File: src/rtl/mtep_pkg.sv
// ----------------------------------------------------------------------------
// MIDI track event parser package
// Phase encoding, status and command codes, error codes and the structs that
// pass between the parser, the note map and the top level.
// ----------------------------------------------------------------------------
package mtep_pkg;

  localparam int VLQ_W = 28;

  typedef enum logic [2:0] {
    PH_DELTA,
    PH_STATUS,
    PH_DATA1,
    PH_DATA2,
    PH_METATYPE,
    PH_LEN,
    PH_PAYLOAD,
    PH_HALT
  } phase_t;

  typedef enum logic [1:0] {
    ERR_NONE       = 2'd0,
    ERR_STATUS     = 2'd1,
    ERR_NO_RUNNING = 2'd2
  } error_t;

  localparam logic [7:0] STATUS_SYSTEM = 8'hF0;
  localparam logic [7:0] STATUS_SYSEX  = 8'hF0;
  localparam logic [7:0] STATUS_ESCAPE = 8'hF7;
  localparam logic [7:0] STATUS_META   = 8'hFF;
  localparam logic [7:0] META_EOT      = 8'h2F;

  localparam logic [3:0] CMD_NOTE_OFF  = 4'h8;
  localparam logic [3:0] CMD_NOTE_ON   = 4'h9;
  localparam logic [3:0] CMD_PROGRAM   = 4'hC;
  localparam logic [3:0] CMD_CH_PRESS  = 4'hD;

  typedef struct packed {
    logic       upd;
    logic       set;
    logic       clr;
    logic [6:0] note;
  } note_req_t;

  typedef struct packed {
    logic [VLQ_W-1:0] delta_time;
    logic [7:0]       status_byte;
    logic [3:0]       channel_number;
    logic [6:0]       first_data;
    logic [6:0]       second_data;
    logic [VLQ_W-1:0] payload_length;
    logic [31:0]      payload_value;
    logic             end_of_track;
    error_t           error_code;
    logic [7:0]       held_notes;
  } result_t;

endpackage

File: src/rtl/mtep_note_map.sv
// ----------------------------------------------------------------------------
// MIDI track event parser note map
// One flag per note number and the count of notes marked on; the count after
// the current update is offered combinationally.
// ----------------------------------------------------------------------------
module mtep_note_map
  import mtep_pkg::*;
#(
  parameter int NOTE_COUNT = 128
) (
  input  logic      clk,
  input  logic      rst,
  input  note_req_t req,
  output logic [7:0] held_next
);

  localparam int IDX_W = (NOTE_COUNT > 1) ? $clog2(NOTE_COUNT) : 1;

  logic [NOTE_COUNT-1:0] note_map;
  logic [NOTE_COUNT-1:0] note_map_next;
  logic [7:0]            held;
  logic                  in_range;
  logic [IDX_W-1:0]      idx;
  logic                  cur;

  assign in_range = ({25'd0, req.note} < 32'(NOTE_COUNT));
  assign idx      = IDX_W'(req.note);
  assign cur      = note_map[idx];

  always_comb begin
    note_map_next = note_map;
    held_next     = held;
    if (req.upd && in_range) begin
      if (req.set && !cur) begin
        note_map_next[idx] = 1'b1;
        held_next          = held + 8'd1;
      end else if (req.clr && cur) begin
        note_map_next[idx] = 1'b0;
        held_next          = held - 8'd1;
      end
    end
  end

  always_ff @(posedge clk) begin
    if (rst) begin
      note_map <= '0;
      held     <= '0;
    end else begin
      note_map <= note_map_next;
      held     <= held_next;
    end
  end

endmodule

File: src/rtl/mtep_parser.sv
// ----------------------------------------------------------------------------
// MIDI track event parser phase logic
// Holds the parse phase, delta and length accumulators, running status and
// payload packing; decides the next state and the result for one byte.
// ----------------------------------------------------------------------------
module mtep_parser
  import mtep_pkg::*;
(
  input  logic       clk,
  input  logic       rst,
  input  logic       step,
  input  logic [7:0] byte_in,
  input  logic       restart,
  input  logic [7:0] held_next,
  output note_req_t  note_req,
  output logic       res_valid,
  output result_t    res
);

  phase_t           phase, phase_next;
  logic [VLQ_W-1:0] delta, delta_next;
  logic [7:0]       run_status, run_status_next;
  logic [7:0]       latch, latch_next;
  logic [VLQ_W-1:0] len, len_next;
  logic [31:0]      shift, shift_next;
  logic [7:0]       special, special_next;
  logic [VLQ_W-1:0] total, total_next;

  phase_t           cur_phase;
  logic [VLQ_W-1:0] cur_delta;
  logic [7:0]       cur_rs;
  logic [VLQ_W-1:0] len_acc;
  logic [VLQ_W-1:0] len_dec;
  logic [3:0]       cmd;
  logic             is_meta;
  logic [7:0]       rstat;
  logic [6:0]       rd1;
  logic [6:0]       rd2;
  logic [VLQ_W-1:0] rlen;
  logic [31:0]      rval;
  logic             reot;
  error_t           rerr;

  // a track start takes effect before the byte is decoded
  assign cur_phase = restart ? PH_DELTA : phase;
  assign cur_delta = restart ? '0 : delta;
  assign cur_rs    = restart ? '0 : run_status;
  assign cmd       = cur_rs[7:4];
  assign is_meta   = (special == STATUS_META);
  assign len_acc   = {len[VLQ_W-8:0], byte_in[6:0]};
  assign len_dec   = (len != '0) ? len - VLQ_W'(1) : '0;

  always_comb begin
    phase_next      = cur_phase;
    delta_next      = cur_delta;
    run_status_next = cur_rs;
    latch_next      = latch;
    len_next        = len;
    shift_next      = shift;
    special_next    = special;
    total_next      = total;
    note_req        = '0;
    res_valid       = 1'b0;
    rstat           = '0;
    rd1             = '0;
    rd2             = '0;
    rlen            = '0;
    rval            = '0;
    reot            = 1'b0;
    rerr            = ERR_NONE;

    unique case (cur_phase)
      PH_DELTA: begin
        delta_next = {cur_delta[VLQ_W-8:0], byte_in[6:0]};
        if (!byte_in[7]) phase_next = PH_STATUS;
      end
      PH_STATUS, PH_DATA1: begin
        if (cur_phase == PH_STATUS && byte_in[7]) begin
          if (byte_in < STATUS_SYSTEM) begin
            run_status_next = byte_in;
            phase_next      = PH_DATA1;
          end else if (byte_in == STATUS_SYSEX || byte_in == STATUS_ESCAPE) begin
            special_next    = byte_in;
            run_status_next = '0;
            latch_next      = '0;
            len_next        = '0;
            shift_next      = '0;
            phase_next      = PH_LEN;
          end else if (byte_in == STATUS_META) begin
            special_next    = byte_in;
            run_status_next = '0;
            phase_next      = PH_METATYPE;
          end else begin
            res_valid  = 1'b1;
            rstat      = byte_in;
            rerr       = ERR_STATUS;
            phase_next = PH_HALT;
          end
        end else if (cur_phase == PH_STATUS && cur_rs == '0) begin
          res_valid  = 1'b1;
          rerr       = ERR_NO_RUNNING;
          phase_next = PH_HALT;
        end else begin
          latch_next = {1'b0, byte_in[6:0]};
          if (cmd == CMD_PROGRAM || cmd == CMD_CH_PRESS) begin
            res_valid  = 1'b1;
            rstat      = cur_rs;
            rd1        = byte_in[6:0];
            phase_next = PH_DELTA;
            delta_next = '0;
          end else begin
            phase_next = PH_DATA2;
          end
        end
      end
      PH_DATA2: begin
        note_req.upd  = step;
        note_req.set  = (cmd == CMD_NOTE_ON);
        note_req.clr  = (cmd == CMD_NOTE_OFF);
        note_req.note = latch[6:0];
        res_valid     = 1'b1;
        rstat         = cur_rs;
        rd1           = latch[6:0];
        rd2           = byte_in[6:0];
        phase_next    = PH_DELTA;
        delta_next    = '0;
      end
      PH_METATYPE: begin
        latch_next = byte_in;
        len_next   = '0;
        shift_next = '0;
        phase_next = PH_LEN;
      end
      PH_LEN: begin
        len_next = len_acc;
        if (!byte_in[7]) begin
          total_next = len_acc;
          if (len_acc == '0) begin
            res_valid  = 1'b1;
            rstat      = special;
            rd1        = is_meta ? latch[6:0] : 7'd0;
            rlen       = len_acc;
            rval       = shift;
            reot       = is_meta && (latch == META_EOT);
            phase_next = PH_DELTA;
            delta_next = '0;
          end else begin
            phase_next = PH_PAYLOAD;
          end
        end
      end
      PH_PAYLOAD: begin
        shift_next = {shift[23:0], byte_in};
        len_next   = len_dec;
        if (len_dec == '0) begin
          res_valid  = 1'b1;
          rstat      = special;
          rd1        = is_meta ? latch[6:0] : 7'd0;
          rlen       = total;
          rval       = {shift[23:0], byte_in};
          reot       = is_meta && (latch == META_EOT);
          phase_next = PH_DELTA;
          delta_next = '0;
        end
      end
      PH_HALT: begin
        phase_next = PH_HALT;
      end
    endcase
  end

  always_comb begin
    res.delta_time     = cur_delta;
    res.status_byte    = rstat;
    res.channel_number = (rstat[7] && rstat < STATUS_SYSTEM) ? rstat[3:0] : 4'd0;
    res.first_data     = rd1;
    res.second_data    = rd2;
    res.payload_length = rlen;
    res.payload_value  = rval;
    res.end_of_track   = reot;
    res.error_code     = rerr;
    res.held_notes     = held_next;
  end

  always_ff @(posedge clk) begin
    if (rst) begin
      phase      <= PH_DELTA;
      delta      <= '0;
      run_status <= '0;
      latch      <= '0;
      len        <= '0;
      shift      <= '0;
      special    <= '0;
      total      <= '0;
    end else if (step) begin
      phase      <= phase_next;
      delta      <= delta_next;
      run_status <= run_status_next;
      latch      <= latch_next;
      len        <= len_next;
      shift      <= shift_next;
      special    <= special_next;
      total      <= total_next;
    end
  end

endmodule

File: src/rtl/midi_track_event_parser_core.sv
// ----------------------------------------------------------------------------
// MIDI track event parser core
// Byte-at-a-time decoder for a standard MIDI file track body.
// ----------------------------------------------------------------------------
// Usage:
//   Input channel (in_valid/in_ready): one track byte per transaction, with
//   track_start set on the first byte of a track to clear the phase, delta,
//   running status and error halt.
//   Output channel (out_valid/out_ready): one transaction per completed event
//   or per error; bytes in the middle of an event produce nothing.
//   Each accepted byte is held in the input register, decoded there against
//   the parser state, and its result lands in the output register, which
//   raises out_valid for the byte that completes the event.
//   Throughput is one byte per cycle while the receiver does not stall; the
//   per-byte phase update is the only work and it fits between the input and
//   output registers.
//   A stalled receiver holds the output register; the input register then
//   drains only bytes that give no result, so input stalls after at most one
//   more byte that completes an event.
//   Reset clears the note map, held count and all parser state; the block
//   takes bytes in the first cycle after reset.
// ----------------------------------------------------------------------------
module midi_track_event_parser_core
  import mtep_pkg::*;
#(
  parameter int NOTE_COUNT = 128
) (
  input  logic             clk,
  input  logic             rst,
  input  logic             in_valid,
  output logic             in_ready,
  input  logic [7:0]       stream_byte,
  input  logic             track_start,
  output logic             out_valid,
  input  logic             out_ready,
  output logic [VLQ_W-1:0] delta_time,
  output logic [7:0]       status_byte,
  output logic [3:0]       channel_number,
  output logic [6:0]       first_data,
  output logic [6:0]       second_data,
  output logic [VLQ_W-1:0] payload_length,
  output logic [31:0]      payload_value,
  output logic             end_of_track,
  output logic [1:0]       error_code,
  output logic [7:0]       held_notes
);

  logic       s1_valid;
  logic [7:0] s1_byte;
  logic       s1_start;
  logic       s1_go;
  logic       step;
  logic       out_free;
  logic       p_res_valid;
  result_t    p_res;
  result_t    out_res;
  note_req_t  note_req;
  logic [7:0] held_next;

  assign out_free = !out_valid || out_ready;
  assign s1_go    = !p_res_valid || out_free;
  assign step     = s1_valid && s1_go;
  assign in_ready = !s1_valid || s1_go;

  always_ff @(posedge clk) begin
    if (rst) begin
      s1_valid <= 1'b0;
    end else if (in_ready) begin
      s1_valid <= in_valid;
    end
  end

  always_ff @(posedge clk) begin
    if (in_valid && in_ready) begin
      s1_byte  <= stream_byte;
      s1_start <= track_start;
    end
  end

  mtep_parser u_parser (
    .clk       (clk),
    .rst       (rst),
    .step      (step),
    .byte_in   (s1_byte),
    .restart   (s1_start),
    .held_next (held_next),
    .note_req  (note_req),
    .res_valid (p_res_valid),
    .res       (p_res)
  );

  mtep_note_map #(
    .NOTE_COUNT (NOTE_COUNT)
  ) u_note_map (
    .clk       (clk),
    .rst       (rst),
    .req       (note_req),
    .held_next (held_next)
  );

  // load a new result or drop the one just taken
  always_ff @(posedge clk) begin
    if (rst) begin
      out_valid <= 1'b0;
    end else if (step && p_res_valid) begin
      out_valid <= 1'b1;
    end else if (out_ready) begin
      out_valid <= 1'b0;
    end
  end

  always_ff @(posedge clk) begin
    if (step && p_res_valid) begin
      out_res <= p_res;
    end
  end

  assign delta_time     = out_res.delta_time;
  assign status_byte    = out_res.status_byte;
  assign channel_number = out_res.channel_number;
  assign first_data     = out_res.first_data;
  assign second_data    = out_res.second_data;
  assign payload_length = out_res.payload_length;
  assign payload_value  = out_res.payload_value;
  assign end_of_track   = out_res.end_of_track;
  assign error_code     = out_res.error_code;
  assign held_notes     = out_res.held_notes;

`ifndef SYNTHESIS
  a_s1_hold: assert property (@(posedge clk) disable iff (rst)
    s1_valid && !s1_go |=> s1_valid && $stable(s1_byte) && $stable(s1_start))
    else $error("input register lost a byte while blocked");

  a_no_overwrite: assert property (@(posedge clk) disable iff (rst)
    out_valid && !out_ready |-> !(step && p_res_valid))
    else $error("result register overwritten while stalled");

  a_held_range: assert property (@(posedge clk) disable iff (rst)
    out_valid |-> out_res.held_notes <= 8'd128)
    else $error("held note count out of range");

  a_eot_meta: assert property (@(posedge clk) disable iff (rst)
    out_valid && out_res.end_of_track |-> out_res.status_byte == STATUS_META)
    else $error("end of track on a non-meta event");

  a_err_clean: assert property (@(posedge clk) disable iff (rst)
    out_valid && out_res.error_code != ERR_NONE |->
      out_res.payload_length == '0 && out_res.first_data == '0 &&
      out_res.channel_number == '0 && !out_res.end_of_track)
    else $error("error result carries event fields");
`endif

endmodule

File: config.mk
export PLATFORM = sky130hd
export DESIGN_NAME = midi_track_event_parser_core
export DESIGN_NICKNAME = d
export VERILOG_FILES = /design/src/rtl/mtep_pkg.sv /design/src/rtl/mtep_note_map.sv /design/src/rtl/mtep_parser.sv /design/src/rtl/midi_track_event_parser_core.sv
export SDC_FILE = /design/constraint.sdc
export NUM_CORES = 1
export LEC_CHECK = 0
export BUFFER_PORTS_ARGS = -buffer_cell sky130_fd_sc_hd__clkbuf_2
export CAP_MARGIN = 0
export CORE_MARGIN = 3
export CORE_UTILIZATION = 40
export DETAILED_ROUTE_END_ITERATION = 8
export PLACE_DENSITY_LB_ADDON = 0.05
export SYNTH_ARGS = -nofsm -noshare
export SYNTH_HDL_FRONTEND = slang
export SYNTH_HIERARCHICAL = 1
export SYNTH_SLANG_ARGS = --single-unit
File: constraint.sdc
create_clock -name clk -period 27.7 [get_ports clk]
set_clock_uncertainty 0.05 [all_clocks]
set_input_delay 2.77 -clock clk [delete_from_list [all_inputs] [get_ports clk]]
set_output_delay 2.77 -clock clk [all_outputs]
set_load 0.05 [all_outputs]
==> results.ini, run 1 <==
[run_status]
run_status = finished clean

[route]
avgViaCountPerCell = 5.970
postRouteWirelength_um = 56020
dr.pass1.iters = 5
route.antenna.remaining_nets = 0
drc = 0
wl_per_cell_um = 21.01
vias = 15920
drt_iter0_drc = 1432

[floorplanning]
initial_core_util = 0.4061
ioPinCount = 140
rows = 79
dieArea_um2 = 50120
die_y_um = 223.9
die_w_um = 223.9
coreArea_um2 = 46750

[setup_path]
required_ps = 24880
cp_data_arrival_time_ps = 4410
crit_fanout = 15
cpMaxStageDelayCell = or4_4
max_stage_delay_ps = 570
critPathLaunchType = register
crit_chain = inv_1 > ha_1 > nor3b_1 > xor2_1 > a2111oi_0 > nand4_1 > or4_4 > o21ai_4 > and2_0 > or3_1 > nand4b_2 > clkbuf_2
end_kind = primary output
critPathKind = reg -> out

[global_routing]
grt_pass1_wl_um = 88320
grt_use_total = 0.2179
antenna_found_initial = 0
grt_pass1_vias = 15150
grt.overflow.total = 0
grt_max_degree = 74

[placed_design]
dpl_cell_area_um2 = 19900
hpwl_um = 34010
gp_congestion = 0.8749
port_buffers = 139

[timing]
period_needed_ps = 7232
finalSetupViolCount = 0
hold_viol = 0
finalHoldWorstSlack_ps = 401.1
relSlewSlack = 0.1943
rsz0062_at_grt = no
drv_slew = 0
tightest_slew_ps = 1206
max_freq_mhz = 138.3
setup-tns-final_ps = 0
finalCritPeriodShare = 0.2611

[clock_tree]
cts_tree = yes
clockBufferDepth = 3
cts_setup_buffers = 0
ctsResizeCount = 0
cts_sinks = 415
cts_buffers = 47
clk_pin_slew_worst_paths_ps = 60
htreeDepth = 2
clockRootBuffer = clkbuf_16
hold_buffers = 0
clock_latency_ps = 590

[synth]
ys_warn_count = 6
yosysMostFrequentCell = dfxtp_1
synth_ff_type = dfxtp_1
synthCells = 1998
synth_top_area_share = 0.2963
ys_seq_area_frac = 0.5082
yosys_register_bits = 415
synth_cell_types = 82
async_flop_share = 0
synth_commonest_cells = 281 x dfxtp_1, 226 x nand2_1, 153 x o21ai_0
syn_nets = 2015
synth.area.top_cells = dfxtp_1 30%, edfxtp_1 21%, nand2_1 4.5%
avgSynthCellArea_um2 = 9.503
synth-edff-count = 134
netlist_area_um2 = 18990
yosysTopAreaCell = dfxtp_1

[power_and_ir_drop]
pwr-share-comb = 0.032
clkPwrFrac = 0.476
p_sw_frac = 0.2256
seqPwrFrac = 0.493
p_int_w = 0.0009974
p_sw_w = 0.0002906
ir_drop_v = 0.00003862
leakagePower_nw = 7.223
power_density_nw_per_um2 = 60.13

[finish]
drive_above_1_share = 0.1335
design_area_um2 = 21420
diodes = 0
area_growth_pct = 12.82
utilization = 0.4582
finalNetCount = 2039

[worst_hold_path]
hold_path.class = reg -> reg

[job]
drv_cap = 0

-- path summary, 6_finish.rpt --
kind	cells past startpoint	endpoint	slack [ps]	startpoint
setup / recovery	12	in_ready	20470	u_parser/len[0]
hold / removal	2	u_parser/total[2]	400	u_parser/total[2]
setup reg to reg	14	register	21410	s1_start
hold reg to reg	2	u_parser/total[2]	400	u_parser/total[2]
-- power by group through the flow --
stage / Sequential, W / Combinational (W) / Clock [W]
4_1_cts: 0.000634 / 0.0000405 / 0.000629
5_1_grt: 0.000635 / 0.0000448 / 0.000656
6_report: 0.000635 / 0.0000407 / 0.000613
3_3_place_gp: 0.000647 / 0.0000402 / 0
2_1_floorplan: 0.000643 / 0.0000313 / 0
3_5_place_dp: 0.000648 / 0.0000404 / 0
-- cell type report --
class / count / area, µm²
clock inverters: 19 / 165.2
flip-flops and latches: 415 / 9649
well taps: 607 / 759.5
repair buffers: 162 / 870.8
clock buffers: 68 / 1358
fillers: 4512 / 25330
inverters: 25 / 95.09
multi-input cells: 1371 / 8523
-- critical path: cells and delay by family (launching register included) --
family / cells / cell delay, ps
AOI/OAI and AO/OA: 2 / 690
xor gates and xnor gates: 1 / 190
adders and majority gates: 1 / 420
buffers and inverters: 2 / 430
DFF: 1 / 550
and+or+nand+nor: 6 / 1540
-- cells in the final DEF (no fill, tap or decap), types with 13 or more instances in the layout --
cell type  synthesis  final
mux2i_1           72     71
nor4_1            17     17
buf_4             13     24
o211ai_1          81     81
nand3_1           94     94
nand2_1          226    226
a22oi_1           55     55
nor2b_1           40     37
clkbuf_2           0    138
edfxtp_1         134    134
clkbuf_1         142     13
o21ai_0          153    153
a211oi_1          20     19
nor3_1            26     25
a22o_1            35     35
nand4_1           13     13
inv_1             24     24
and2_1            57     56
clkbuf_16          0     49
o311ai_0          23     23
dfxtp_1          281    281
a21oi_1          134    134
o311ai_1          16     16
a311oi_1          30     30
nor2_1            96     91
-- through the flow --
step                worst slack, ps  std cells  total power [W]
global placement              21160       2580        0.0006877
floorplan                     18900       1998        0.0006745
global route                  20090       2667         0.001336
detailed placement            21110       2580        0.0006881
CTS                           20450       2667         0.001304
finish                        20470       2667         0.001288
-- cells by family (layout without fill, tap and decap cells) --
kind of cell / Yosys count / in the layout / share of synthesized area
compound gates: 627 / 627 / 0.2200
xor+xnor: 14 / 14 / 0.006458
fa+ha+maj: 4 / 4 / 0.002636
buf+inv: 212 / 274 / 0.04778
flops: 415 / 415 / 0.5082
mux: 77 / 77 / 0.04270
simple gates: 649 / 649 / 0.1722
-- per-layer routing --
layer | GRT usage | up-vias | wire length [µm]
met2 | 0.3387 | 545 | 25320
met4 | 0.05716 | 0 | 1280
met3 | 0.03984 | 96 | 3604
met5 | 0 | - | 0
met1 | 0.3141 | 7796 | 25810
li1 | - | 7484 | -
No activity file was read; power rests on OpenSTA's default activity.
==> run 2: changes to the inputs <==
==> constraint.sdc (replaced) <==
create_clock -name clk -period 6.5 [get_ports clk]
set_clock_uncertainty 0.05 [all_clocks]
set_input_delay 0.65 -clock clk [delete_from_list [all_inputs] [get_ports clk]]
set_output_delay 0.65 -clock clk [all_outputs]
set_load 0.05 [all_outputs]
==> run 2 against run 1 <==
Effect of this change: first-iteration DRC count rose by 20%; critical endpoint is now u_parser/total[22]; sequential share of layout area decreased by 0.084 points; global-route usage increased by 0.068 points; hold slack got worse by 180 ps; cell area grew 0.19%; total power rose to 4.2 times the previous value; final cell count increased by 0.19%; highest routed layer unchanged; sequential power grew to 4.2 times the previous value.
==> results.ini, run 2 (synthesis gave the netlist of run 1 again) <==
[run_status]
run_status = finished clean

[clock_tree]
clk_pin_slew_worst_paths_ps = 60
cts_setup_buffers = 0
ctsResizeCount = 0
cts_sinks = 415
clockBufferDepth = 3
htreeDepth = 2
clockRootBuffer = clkbuf_16
clock_latency_ps = 580
cts_tree = yes
cts_buffers = 45
hold_buffers = 0

[floorplanning]
die_w_um = 223.9
coreArea_um2 = 46750
rows = 79
initial_core_util = 0.4061
dieArea_um2 = 50120
die_y_um = 223.9
ioPinCount = 140

[timing]
rsz0062_at_grt = no
setup-tns-final_ps = 0
hold_viol = 0
finalSetupViolCount = 0
max_freq_mhz = 181.6
finalCritPeriodShare = 0.8473
drv_slew = 0
period_needed_ps = 5508
finalHoldWorstSlack_ps = 217.0
relSlewSlack = 0.1304
worst_slack_ps = 992.3
tightest_slew_ps = 1300

[global_routing]
grt_use_total = 0.2186
met1_usage = 0.3166
grt.overflow.total = 0
met3_usage = 0.03578
met2_usage = 0.3407
antenna_found_initial = 1
grt_busiest_layer = met2
grt_pass1_wl_um = 87910
grt_max_degree = 76
grt_pass1_vias = 14910

[finish]
finalNetCount = 2049
area_growth_pct = 13.03
final_cell_mix = 281 x dfxtp_1, 226 x nand2_1, 153 x o21ai_0
layout_commonest_cell = dfxtp_1
fin_cells = 2672
diodes = 0
drive_above_1_share = 0.1332

[setup_path]
critPathKind = reg -> reg
path_delay_family = simple AND/OR/NAND/NOR gates
max_stage_delay_ps = 840
required_ps = 6940
cpMaxStageDelayCell = or3_1
rr_worst_depth = 16
critPathLaunchType = register
end_kind = register
r2r_start = u_parser/len[0]
rr_endpoint = u_parser/total[22]
crit_fanout = 34
timing.critical_path.buf_inv = 3
cp_data_arrival_time_ps = 5940
crit_chain = inv_1 > ha_1 > nor3b_1 > xor2_1 > a2111oi_0 > nand4_1 > or4_4 > o21ai_4 > and2_0 > or3_1 > a21boi_2 > buf_4 > inv_1 > or3_1 > nand2_1 > a21oi_1
rrSetupSlack_ps = 990

[route]
dr.pass1.iters = 5
avgViaCountPerCell = 5.930
route.antenna.remaining_nets = 0
wl_per_cell_um = 21.11
vias = 15850
postRouteWirelength_um = 56410
drc = 0
drt_iter0_drc = 1712

[job]
drv_cap = 0

[placed_design]
pre_cts_ws_ps = 1030
gp_congestion = 0.8469
dp_cells = 2592
port_buffers = 139
hpwl_um = 34810

[power_and_ir_drop]
ir_drop_v = 0.0001600
leakagePower_nw = 7.247
power_density_nw_per_um2 = 253.4

[worst_hold_path]
whs_path_depth = 1
hold_path.class = in -> reg
hp-start = stream_byte[3]
whs_endpoint = s1_byte[3]

## run 2: cell count changes in the layout (fill, tap and decap cells not counted), moves of 2 or more
cell        previous run  this run
clkbuf_16             49        46
buf_12                 0         3
clkinv_1               5         1
clkbuf_1              13        20
buf_4                 24        33
clkinv_2               8         2
clkinv_8               0         2
clkinvlp_4             3         1
## run 2: how the worst max path moves through the flow
stage	slack, ps	start	depth (start not counted)	to
2_1_floorplan	1290	u_parser/len[0]	13	channel_number[0]
6_report	990	u_parser/len[0]	16	u_parser/total[22]
4_1_cts	1000	u_parser/len[0]	16	u_parser/total[12]
3_5_place_dp	1030	u_parser/len[0]	16	u_parser/total[12]
5_1_grt	400	u_parser/len[0]	16	u_parser/total[18]
3_3_place_gp	1060	u_parser/len[0]	16	u_parser/total[17]
## run 2: through the flow
stage	total power, W	cell area, µm²	util
6_report	0.005437	21460	0.4590
5_1_grt	0.005616	21460	0.4590
4_1_cts	0.005499	21460	0.4590
3_5_place_dp	0.002938	20010	0.4281
3_3_place_gp	0.002935	20010	0.4281
2_1_floorplan	0.002874	18990	-
## run 2: cell type report
cell class / count / area [µm²]
timing repair buffer: 174 / 998.5
sequential: 415 / 9649
inverter: 25 / 95.09
clock inverter: 8 / 138.9
tap: 607 / 759.5
clock buffer: 72 / 1309
fill: 4556 / 25290
multi-input combinational: 1371 / 8511
## run 2: routing by layer
metal	part of all wire	routed length, µm
met5	0	0
met4	0.022	1233
met3	0.054	3058
met2	0.45	25630
met1	0.47	26490
## run 2: power by group
part           leakage (nW)  switching, W  internal [W]
Sequential             3.71     0.0000172       0.00267
Clock                 0.695       0.00106       0.00150
Combinational          2.84      0.000146     0.0000461
Total                  7.25       0.00122       0.00422
==> run 3: changes to the inputs <==
==> constraint.sdc (replaced) <==
create_clock -name clk -period 5.1 [get_ports clk]
set_clock_uncertainty 0.05 [all_clocks]
set_input_delay 0.51 -clock clk [delete_from_list [all_inputs] [get_ports clk]]
set_output_delay 0.51 -clock clk [all_outputs]
set_load 0.05 [all_outputs]
==> run 3 against run 2 <==
Effect of this change: sequential share of layout area is 1.0 points lower; via count is 0.71% higher; wire length rose by 1.4%; total power grew 30%; final cell count up 1.7%; utilization rose by 1.1 points; non-clock buffer count rose by 43; cell area up 2.4%; sequential power up 28%; fmax grew 17%; register-to-register slack got worse by 620 ps.
==> results.ini, run 3 (synthesis gave the netlist of run 1 again) <==
[timing]
drv_slew = 0
max_freq_mhz = 211.7
finalHoldWorstSlack_ps = 64.23
relSlewSlack = 0.2404
period_needed_ps = 4724
finalSetupViolCount = 0
rsz0062_at_grt = no
tightest_slew_ps = 1137
finalCritPeriodShare = 0.9263
hold_viol = 0
setup-tns-final_ps = 0

[power_and_ir_drop]
seqPwrFrac = 0.486
ir_drop_v = 0.0002040
clkPwrFrac = 0.477
pwr-share-comb = 0.037
leakagePower_nw = 7.548
p_int_w = 0.005461
p_sw_frac = 0.2252
p_sw_w = 0.001588
power_density_nw_per_um2 = 320.8

[setup_path]
max_stage_delay_ps = 610
cp_data_arrival_time_ps = 5180
critPathKind = reg -> reg
rrSetupSlack_ps = 380
end_kind = register
crit_fanout = 17
path_common_cell = nand2_1
required_ps = 5550
critPathLaunchType = register
cpMaxStageDelayCell = or4_1
crit_chain = nor4_4 > nand4b_4 > or4_1 > nand4_1 > or4_4 > o21ai_4 > and2_0 > or3_1 > a21boi_2 > and2_2 > and2_1 > nand2_1 > nor2_1 > nand2_1 > buf_12 > o21ai_0

[placed_design]
port_buffers = 139
hpwl_um = 35760
dp_cells = 2633
dpl_cell_area_um2 = 20420
gp_congestion = 0.8749

[global_routing]
grt.overflow.total = 0
grt_pass1_wl_um = 89800
grt_max_degree = 103
grt_pass1_vias = 15420
antenna_found_initial = 0
grt_use_total = 0.2231

[clock_tree]
clockRootBuffer = clkbuf_16
clock_latency_ps = 590
cts_tree = yes
clockBufferDepth = 3
cts_sinks = 415
htreeDepth = 2
clk_pin_slew_worst_paths_ps = 60
cts_buffers = 46
hold_buffers = 0

[floorplanning]
die_y_um = 223.9
rows = 79
ioPinCount = 140
die_w_um = 223.9
coreArea_um2 = 46750
dieArea_um2 = 50120
initial_core_util = 0.4061

[route]
drc = 0
avgViaCountPerCell = 5.871
postRouteWirelength_um = 57200
vias = 15960
drt_iter0_drc = 1579
wl_per_cell_um = 21.04
dr.pass1.iters = 5
route.antenna.remaining_nets = 0

[finish]
drive_above_1_share = 0.1563
area_growth_pct = 15.71
fin_cells = 2718
fill_cells = 4448
diodes = 0
layout_commonest_cell = dfxtp_1
area.sequential_um2 = 9649
design_area_um2 = 21970
utilization = 0.4699
multi_input_area_um2 = 8524
final_cell_mix = 281 x dfxtp_1, 226 x nand2_1, 153 x o21ai_0
finalNetCount = 2093

[worst_hold_path]
hold_path.class = in -> reg

[job]
drv_cap = 0

[run_status]
run_status = finished clean

==> run 3: cell types whose count changed in the layout (fill, tap and decap cells not counted), moves of 2 or more <==
cell | before | now
buf_4 | 33 | 67
clkbuf_1 | 20 | 8
buf_12 | 3 | 11
clkinv_2 | 2 | 9
clkinv_1 | 1 | 5
inv_6 | 0 | 3
bufinv_16 | 3 | 5
==> run 3: path summary, 6_finish.rpt <==
path	start	depth (start not counted)	endpoint
max	u_parser/len[10]	16	register
min	stream_byte[1]	1	s1_byte[1]
max reg2reg	u_parser/len[10]	16	register
min reg2reg	u_parser/total[8]	2	u_parser/total[8]
==> run 3: final cells by class <==
class                      count  share of cell area
clock buffer                  59             0.05689
multi-input combinational   1371              0.3880
timing repair buffer         217             0.06487
sequential                   415              0.4392
inverter                      25            0.004328
tap                          607             0.03457
clock inverter                24             0.01213
==> run 3: per-layer routing <==
metal  track usage  share of wire  vias up  wire (µm)
li1              -              -     7597          -
met1        0.3233           0.47     7765      27080
met2        0.3483           0.45      515      25650
met3       0.03840          0.059       81       3392
met4       0.05468          0.019        0       1078
met5             0              0        -          0
==> run 3: timing repair <==
action	4_1_cts	5_1_grt
setup buffers	0	2
setup endpoints to repair	0	120
resized for setup	0	6
==> run 3: stage by stage <==
step,power (W),setup WS [ps]
5_1_grt,0.007294,31.72
4_1_cts,0.007142,26.49
2_1_floorplan,0.003663,81.80
3_3_place_gp,0.003753,171.4
6_report,0.007049,375.9
3_5_place_dp,0.003754,40.75
==> run 3: power by group through the flow <==
stage	logic (W)	registers, W	clock network, W
6_report	0.000261	0.00343	0.00336
4_1_cts	0.000258	0.00343	0.00346
3_5_place_dp	0.000257	0.00350	0
3_3_place_gp	0.000256	0.00350	0
2_1_floorplan	0.000170	0.00349	0
5_1_grt	0.000285	0.00343	0.00358
==> run 3: worst max-delay path, delay by kind of cell, from the launching register on <==
family,cells,cell delay [ps]
simple gates,12,3450
compound gates,3,430
flops,1,400
buf+inv,1,310
